## src/hw/rtl/mvm_pkg.sv

```systemverilog
// Package for the matrix-vector multiplier: opcodes, controller states,
// command and status structs, and the relaxation diagonal table.
// No dependencies.
`default_nettype none

package mvm_pkg;

    localparam int DIM_DEF       = 19;
    localparam int FRAC_BITS_DEF = 16;
    localparam int RELAX_N       = 5;

    localparam logic [31:0] Q_MAX = 32'h7FFF_FFFF;
    localparam logic [31:0] Q_MIN = 32'h8000_0000;

    typedef enum logic [2:0] {
        OP_WR_ENTRY = 3'd0,
        OP_WR_VEC   = 3'd1,
        OP_ALL_ROWS = 3'd2,
        OP_ONE_ROW  = 3'd3,
        OP_RELAX    = 3'd4
    } t_op;

    typedef enum logic [2:0] {
        ST_CLEAR,
        ST_IDLE,
        ST_RELAX,
        ST_MAC,
        ST_DRAIN,
        ST_ROUND,
        ST_EMIT
    } t_state;

    typedef enum logic [1:0] {
        WD_IN,
        WD_HELD,
        WD_ZERO
    } t_wd_sel;

    typedef struct packed {
        logic       mat_we;
        logic       vec_we;
        t_wd_sel    wd_sel;
        logic       load_value;
        logic       rd_en;
        logic       acc_clear;
        logic       rnd_en;
        logic       out_load;
        logic       out_last;
        logic [4:0] out_row;
    } t_cmd;

    typedef struct packed {
        logic out_free;
        logic pipe_busy;
    } t_sts;

    function automatic logic [3:0] relax_diag(input logic [2:0] idx);
        logic [3:0] d;
        unique case (idx)
            3'd0:    d = 4'd9;
            3'd1:    d = 4'd11;
            3'd2:    d = 4'd13;
            3'd3:    d = 4'd14;
            3'd4:    d = 4'd15;
            default: d = 4'd15;
        endcase
        return d;
    endfunction

endpackage

`default_nettype wire

```

## src/hw/rtl/mvm_ctrl.sv

```systemverilog
// Controller: state machine that decodes command words, sequences the
// clearing pass, relaxation writes and row products. Uses mvm_pkg.
`default_nettype none

module mvm_ctrl #(
    parameter int DIM      = mvm_pkg::DIM_DEF,
    localparam int DEPTH   = DIM * DIM,
    localparam int MAT_AW  = (DEPTH > 1) ? $clog2(DEPTH) : 1,
    localparam int VEC_AW  = (DIM > 1) ? $clog2(DIM) : 1
) (
    input  wire               i_clk,
    input  wire               i_rst_n,
    input  wire               i_in_valid,
    input  wire [2:0]         i_op,
    input  wire [4:0]         i_row,
    input  wire [4:0]         i_col,
    output logic              o_in_ready,
    output mvm_pkg::t_cmd     o_cmd,
    input  mvm_pkg::t_sts     i_sts,
    output logic [MAT_AW-1:0] o_mat_waddr,
    output logic [MAT_AW-1:0] o_mat_raddr,
    output logic [VEC_AW-1:0] o_vec_waddr,
    output logic [VEC_AW-1:0] o_vec_raddr
);
    import mvm_pkg::*;

    t_state            r_state, n_state;
    logic [MAT_AW-1:0] r_clr, n_clr;
    logic [MAT_AW-1:0] r_addr, n_addr;
    logic [VEC_AW-1:0] r_col, n_col;
    logic [VEC_AW-1:0] r_row, n_row;
    logic [2:0]        r_rlx, n_rlx;
    logic              r_single, n_single;
    logic              r_drain, n_drain;
    logic              accept;
    logic              row_ok;
    logic              col_ok;
    logic [3:0]        diag;
    logic              row_last;

    assign accept   = i_in_valid && (r_state == ST_IDLE);
    assign row_ok   = 32'(i_row) < DIM;
    assign col_ok   = 32'(i_col) < DIM;
    assign diag     = relax_diag(r_rlx);
    assign row_last = r_single || (r_row == VEC_AW'(DIM - 1));

    always_ff @(posedge i_clk) begin
        if (!i_rst_n) begin
            r_state  <= ST_CLEAR;
            r_clr    <= '0;
            r_addr   <= '0;
            r_col    <= '0;
            r_row    <= '0;
            r_rlx    <= '0;
            r_single <= 1'b0;
            r_drain  <= 1'b0;
        end else begin
            r_state  <= n_state;
            r_clr    <= n_clr;
            r_addr   <= n_addr;
            r_col    <= n_col;
            r_row    <= n_row;
            r_rlx    <= n_rlx;
            r_single <= n_single;
            r_drain  <= n_drain;
        end
    end

    always_comb begin
        n_state     = r_state;
        n_clr       = r_clr;
        n_addr      = r_addr;
        n_col       = r_col;
        n_row       = r_row;
        n_rlx       = r_rlx;
        n_single    = r_single;
        n_drain     = r_drain;
        o_in_ready  = 1'b0;
        o_cmd       = '0;
        o_cmd.wd_sel = WD_ZERO;
        o_mat_waddr = r_clr;
        o_mat_raddr = r_addr;
        o_vec_waddr = VEC_AW'(r_clr);
        o_vec_raddr = r_col;

        unique case (r_state)
            ST_CLEAR: begin
                o_cmd.mat_we = 1'b1;
                o_cmd.vec_we = 32'(r_clr) < DIM;
                n_clr = MAT_AW'(r_clr + 1'b1);
                if (r_clr == MAT_AW'(DEPTH - 1)) begin
                    n_state = ST_IDLE;
                end
            end
            ST_IDLE: begin
                o_in_ready      = 1'b1;
                o_cmd.acc_clear = 1'b1;
                o_cmd.wd_sel    = WD_IN;
                o_mat_waddr     = MAT_AW'(32'(i_row) * DIM + 32'(i_col));
                o_vec_waddr     = VEC_AW'(i_col);
                if (accept) begin
                    unique case (t_op'(i_op))
                        OP_WR_ENTRY: begin
                            o_cmd.mat_we = row_ok && col_ok;
                        end
                        OP_WR_VEC: begin
                            o_cmd.vec_we = col_ok;
                        end
                        OP_ALL_ROWS: begin
                            n_addr   = '0;
                            n_row    = '0;
                            n_col    = '0;
                            n_single = 1'b0;
                            n_state  = ST_MAC;
                        end
                        OP_ONE_ROW: begin
                            if (row_ok) begin
                                n_addr   = MAT_AW'(32'(i_row) * DIM);
                                n_row    = VEC_AW'(i_row);
                                n_col    = '0;
                                n_single = 1'b1;
                                n_state  = ST_MAC;
                            end
                        end
                        OP_RELAX: begin
                            o_cmd.load_value = 1'b1;
                            n_rlx   = '0;
                            n_state = ST_RELAX;
                        end
                        default: begin
                        end
                    endcase
                end
            end
            ST_RELAX: begin
                o_cmd.wd_sel = WD_HELD;
                o_cmd.mat_we = 32'(diag) < DIM;
                o_mat_waddr  = MAT_AW'(32'(diag) * (DIM + 1));
                n_rlx = r_rlx + 3'd1;
                if (r_rlx == 3'(RELAX_N - 1)) begin
                    n_state = ST_IDLE;
                end
            end
            ST_MAC: begin
                o_cmd.rd_en = 1'b1;
                n_addr = MAT_AW'(r_addr + 1'b1);
                n_col  = VEC_AW'(r_col + 1'b1);
                if (r_col == VEC_AW'(DIM - 1)) begin
                    n_drain = 1'b0;
                    n_state = ST_DRAIN;
                end
            end
            ST_DRAIN: begin
                n_drain = 1'b1;
                if (r_drain && !i_sts.pipe_busy) begin
                    n_state = ST_ROUND;
                end
            end
            ST_ROUND: begin
                o_cmd.rnd_en    = 1'b1;
                o_cmd.acc_clear = 1'b1;
                n_state = ST_EMIT;
            end
            ST_EMIT: begin
                o_cmd.out_row  = 5'(r_row);
                o_cmd.out_last = row_last;
                if (i_sts.out_free) begin
                    o_cmd.out_load = 1'b1;
                    if (row_last) begin
                        n_state = ST_IDLE;
                    end else begin
                        n_row   = VEC_AW'(r_row + 1'b1);
                        n_col   = '0;
                        n_state = ST_MAC;
                    end
                end
            end
            default: begin
                n_state = ST_IDLE;
            end
        endcase
    end

endmodule

`default_nettype wire

```

## config.mk

```make
export PLATFORM = sky130hd
export DESIGN_NAME = mvm_ctrl
export DESIGN_NICKNAME = d
export VERILOG_FILES = /design/src/hw/rtl/mvm_pkg.sv /design/src/hw/rtl/mvm_ctrl.sv
export SDC_FILE = /design/constraint.sdc
export NUM_CORES = 1
export LEC_CHECK = 0
export ABC_AREA = 1
export BUFFER_PORTS_ARGS = -buffer_cell sky130_fd_sc_hd__buf_4
export CAP_MARGIN = 20
export CORE_MARGIN = 5
export CORE_UTILIZATION = 31
export CTS_CLUSTER_DIAMETER = 100
export DETAILED_ROUTE_END_ITERATION = 8
export PLACE_DENSITY = 0.48
export SYNTH_ARGS = -nofsm -noshare
export SYNTH_HDL_FRONTEND = slang
export SYNTH_SLANG_ARGS = --single-unit
```

## constraint.sdc

```tcl
create_clock -name i_clk -period 3.53 [get_ports i_clk]
set_input_delay 0.706 -clock i_clk [delete_from_list [all_inputs] [get_ports i_clk]]
set_output_delay 0.706 -clock i_clk [all_outputs]
set_load 0.03 [all_outputs]
```

==> flow_summary.ini <==
[worst_setup_path]
cpLargestDelayFamily = adder cells
cp_data_arrival_time_ns = 2.99
worst_path_fanout_max = 4
worst-r2r-setup-slack_ns = 1.60
worst-setup-path-type = in2out
worst_setup_path_start_kind = input port
cp.buffers_inverters = 5
worstSetupEndpointType = output pin
timing.critical_path.slowest_stage_cell = sky130_fd_sc_hd__fa_2
max_stage_delay_ns = 0.43
crit_required_ns = 2.82
crit_chain = buf_8 > inv_6 > ha_4 > inv_2 > ha_4 > fa_2 > xor2_4 > ha_4 > buf_4 > nand2_1 > nand2_1 > nand3_1 > o21bai_1 > nand3_1 > nand2_1 > buf_6

[sta]
hold_violations = 0
tightestPinTransition_ns = 0.6457
max_slew_margin_pct = 56.69
max_freq_ghz = 0.2707
finalWorstSetupSlack_ns = -0.1643
finalCriticalPeriod_ns = 3.694
final_max_slew_viol_count = 0
finalHoldWorstSlack_ns = 0.4667
finalCritPeriodShare_pct = 104.7
timing.final.setup_violations = 6
grt_setup_unrepaired = yes
clock-skew-final_ns = 0.007946

[layout]
final-seq-area_um2 = 720.7
layout.cells.most_common = sky130_fd_sc_hd__nand2_1
commonest_non_fill_non_tap_cells_in_the_layout = sky130_fd_sc_hd__nand2_1 (108), sky130_fd_sc_hd__buf_4 (83), sky130_fd_sc_hd__inv_1 (66)
design.final.nets = 655
area_growth_syn_to_layout_pct = 30.75
n_fill_cell = 1170
multiInputGateArea_um2 = 2474
insertedDiodeCount = 0
layout-drive-gt1-share_pct = 25.83

[routing]
drt-initial-drc-count = 150
avgViaCountPerCell = 4.818
final_antenna_net_count = 0
drt-pass1-iter-count = 5
route.final.wire_length_um = 10480
avgRoutedWirePerCell_um = 14.16
route.vias.total = 3565
drc_errors = 0

[floorplan]
dieHeight_um = 114.5
initial_core_util_pct = 31.37
die_w_um = 114.5
design.die.area_um2 = 13110
rows = 38
design.portCount = 62
core_um2 = 10790

[synth]
synthesis.instances = 514
syn_avg_cell_area_um2 = 6.587
ys_seq_elements = 36
synth_sequential_area_ratio_pct = 21.29
syn-cell-area_um2 = 3386
post_synth_num_cell_types = 46
share_of_synthesized_flip_flops_with_an_asynchronous_set_or_reset_pct = 0
syn-num-nets = 569
synth_enable_flop_cells = 0
yosysWarningCount = 0
ys.flop_type = sky130_fd_sc_hd__dfxtp_1

[clock_network]
cts.reportedPaths.clkPinSlew_ns = 0.07
cts_root_buffer = sky130_fd_sc_hd__clkbuf_8
cts_hold_repair.buffers = 0
cts_htree_levels = 2
worstSkewPairLatency_ns = 0.29
cts_sinks = 36
cts_buffer_depth = 2
tritoncts = built
cts_made_buffers = 5

[worst_hold_path]
holdCritPathClass = reg2reg

[grt]
globalRoute.totalOverflow = 0
antenna_violations_before_repair = 0
grt_usage_pct = 16.33
largest_net_degree_at_the_start_of_global_routing = 20
grt_pass1_vias = 3394
grt_first_pass_wirelength_um = 17160

[status]
failing_checks = negative setup slack
run_status = complete, but fails checks

[power]
vdd_ir_drop_max_mv = 0.3178
p_per_area_nw_per_um2 = 553.2
leakage_nw = 2.029
totalPowerFinal_mw = 2.449

[placement]
globalplace.congestion = 0.8716
buffer_ports.inserted = 61
dp_hpwl_um = 8478

[job]
max_cap_violations = 0
==> Yosys cell counts (4+ instances only) <==
cell type	instances	area, µm²
sky130_fd_sc_hd__nand2_2	5	31.28
sky130_fd_sc_hd__o21ai_0	38	190.2
sky130_fd_sc_hd__inv_1	69	259.0
sky130_fd_sc_hd__nand2_1	111	416.7
sky130_fd_sc_hd__inv_2	6	22.52
sky130_fd_sc_hd__nand4_1	15	93.84
sky130_fd_sc_hd__xor2_1	8	70.07
sky130_fd_sc_hd__nor2_1	52	195.2
sky130_fd_sc_hd__o21ai_1	4	20.02
sky130_fd_sc_hd__nand3_1	38	190.2
sky130_fd_sc_hd__nor2_4	8	90.09
sky130_fd_sc_hd__nand2_4	6	67.56
sky130_fd_sc_hd__a21oi_1	32	160.2
sky130_fd_sc_hd__ha_1	34	425.4
sky130_fd_sc_hd__dfxtp_1	36	720.7
sky130_fd_sc_hd__nor3_1	6	30.03
==> routing by layer <==
metal  vias up  global-route usage (%)  wire length, µm
met3         4                   2.590              567
met1      1602                   23.09             5131
met2        89                   26.46             4717
met5         -                       0                0
met4         0                   2.850               60
li1       1870                       -                -
==> flip-flops by register name, summed over array words and instances (netlist names) <==
register,flops
o_mat_raddr,9
r_state,3
o_vec_raddr,5
r_drain,1
r_single,1
r_rlx,3
r_row,5
r_clr,9
==> worst register-to-register path: stages (launching register included) <==
cell                      delay [ns]
sky130_fd_sc_hd__dfxtp_1        0.58
sky130_fd_sc_hd__inv_2          0.15
sky130_fd_sc_hd__nor2_4         0.38
sky130_fd_sc_hd__inv_2          0.19
sky130_fd_sc_hd__nand2_2        0.14
sky130_fd_sc_hd__inv_2          0.07
sky130_fd_sc_hd__a22o_1         0.17
sky130_fd_sc_hd__nor2_1         0.09
sky130_fd_sc_hd__nor2_1         0.05
==> timing repair <==
action | in CTS | in global routing
setup endpoints to repair | 6 | 6
setup buffers | 3 | 3
gates resized for setup | 20 | 6
pin swaps | 9 | 7
==> through the flow <==
step	worst slack [ns]	cells	utilization, %	instance area (µm²)	setup TNS (ns)
floorplan	0.001762	514	-	3436	0
global placement	-0.2912	727	38.60	4167	-1.327
detailed placement	-0.2883	727	38.60	4167	-1.366
CTS	-0.1479	737	40.68	4390	-0.4835
global route	-0.2877	740	41.02	4427	-1.409
finish	-0.1643	740	41.02	4427	-0.7552
==> worst paths after layout <==
path	startpoint	to	cells after the start
setup / recovery	i_row[2]	o_mat_waddr[8]	16
hold / removal	r_rlx[2]	r_rlx[2]	2
setup reg to reg	r_state[1]	o_mat_raddr[3]	8
hold reg to reg	r_rlx[2]	r_rlx[2]	2
==> report_power, final <==
group	leakage (nW)	total, mW	internal (mW)	switching (mW)
clock network	0.0410	0.284	0.134	0.149
registers	0.293	0.589	0.491	0.0981
logic	1.70	1.58	0.574	1.00
total	2.03	2.45	1.20	1.25
==> logic make-up (layout without fill, tap and decap cells) <==
family                     after synthesis  after routing  synth area share [%]
AOI/OAI and AO/OA                       94             94                 15.89
xor gates and xnor gates                 9              9                 2.328
adders and majority gates               37             37                 14.34
buffers and inverters                   86            172                 10.38
DFF                                     36             36                 21.29
and+or+nand+nor                        252            252                 35.77
==> layout make-up <==
class	count	share of cell area, %
clock buffer	6	1.639
clock inverter	1	0.1131
inverter	77	6.699
multi-input combinational	392	55.88
sequential	36	16.28
tap	140	3.957
timing repair buffer	88	15.43
Power figures use the tool's default switching activity.
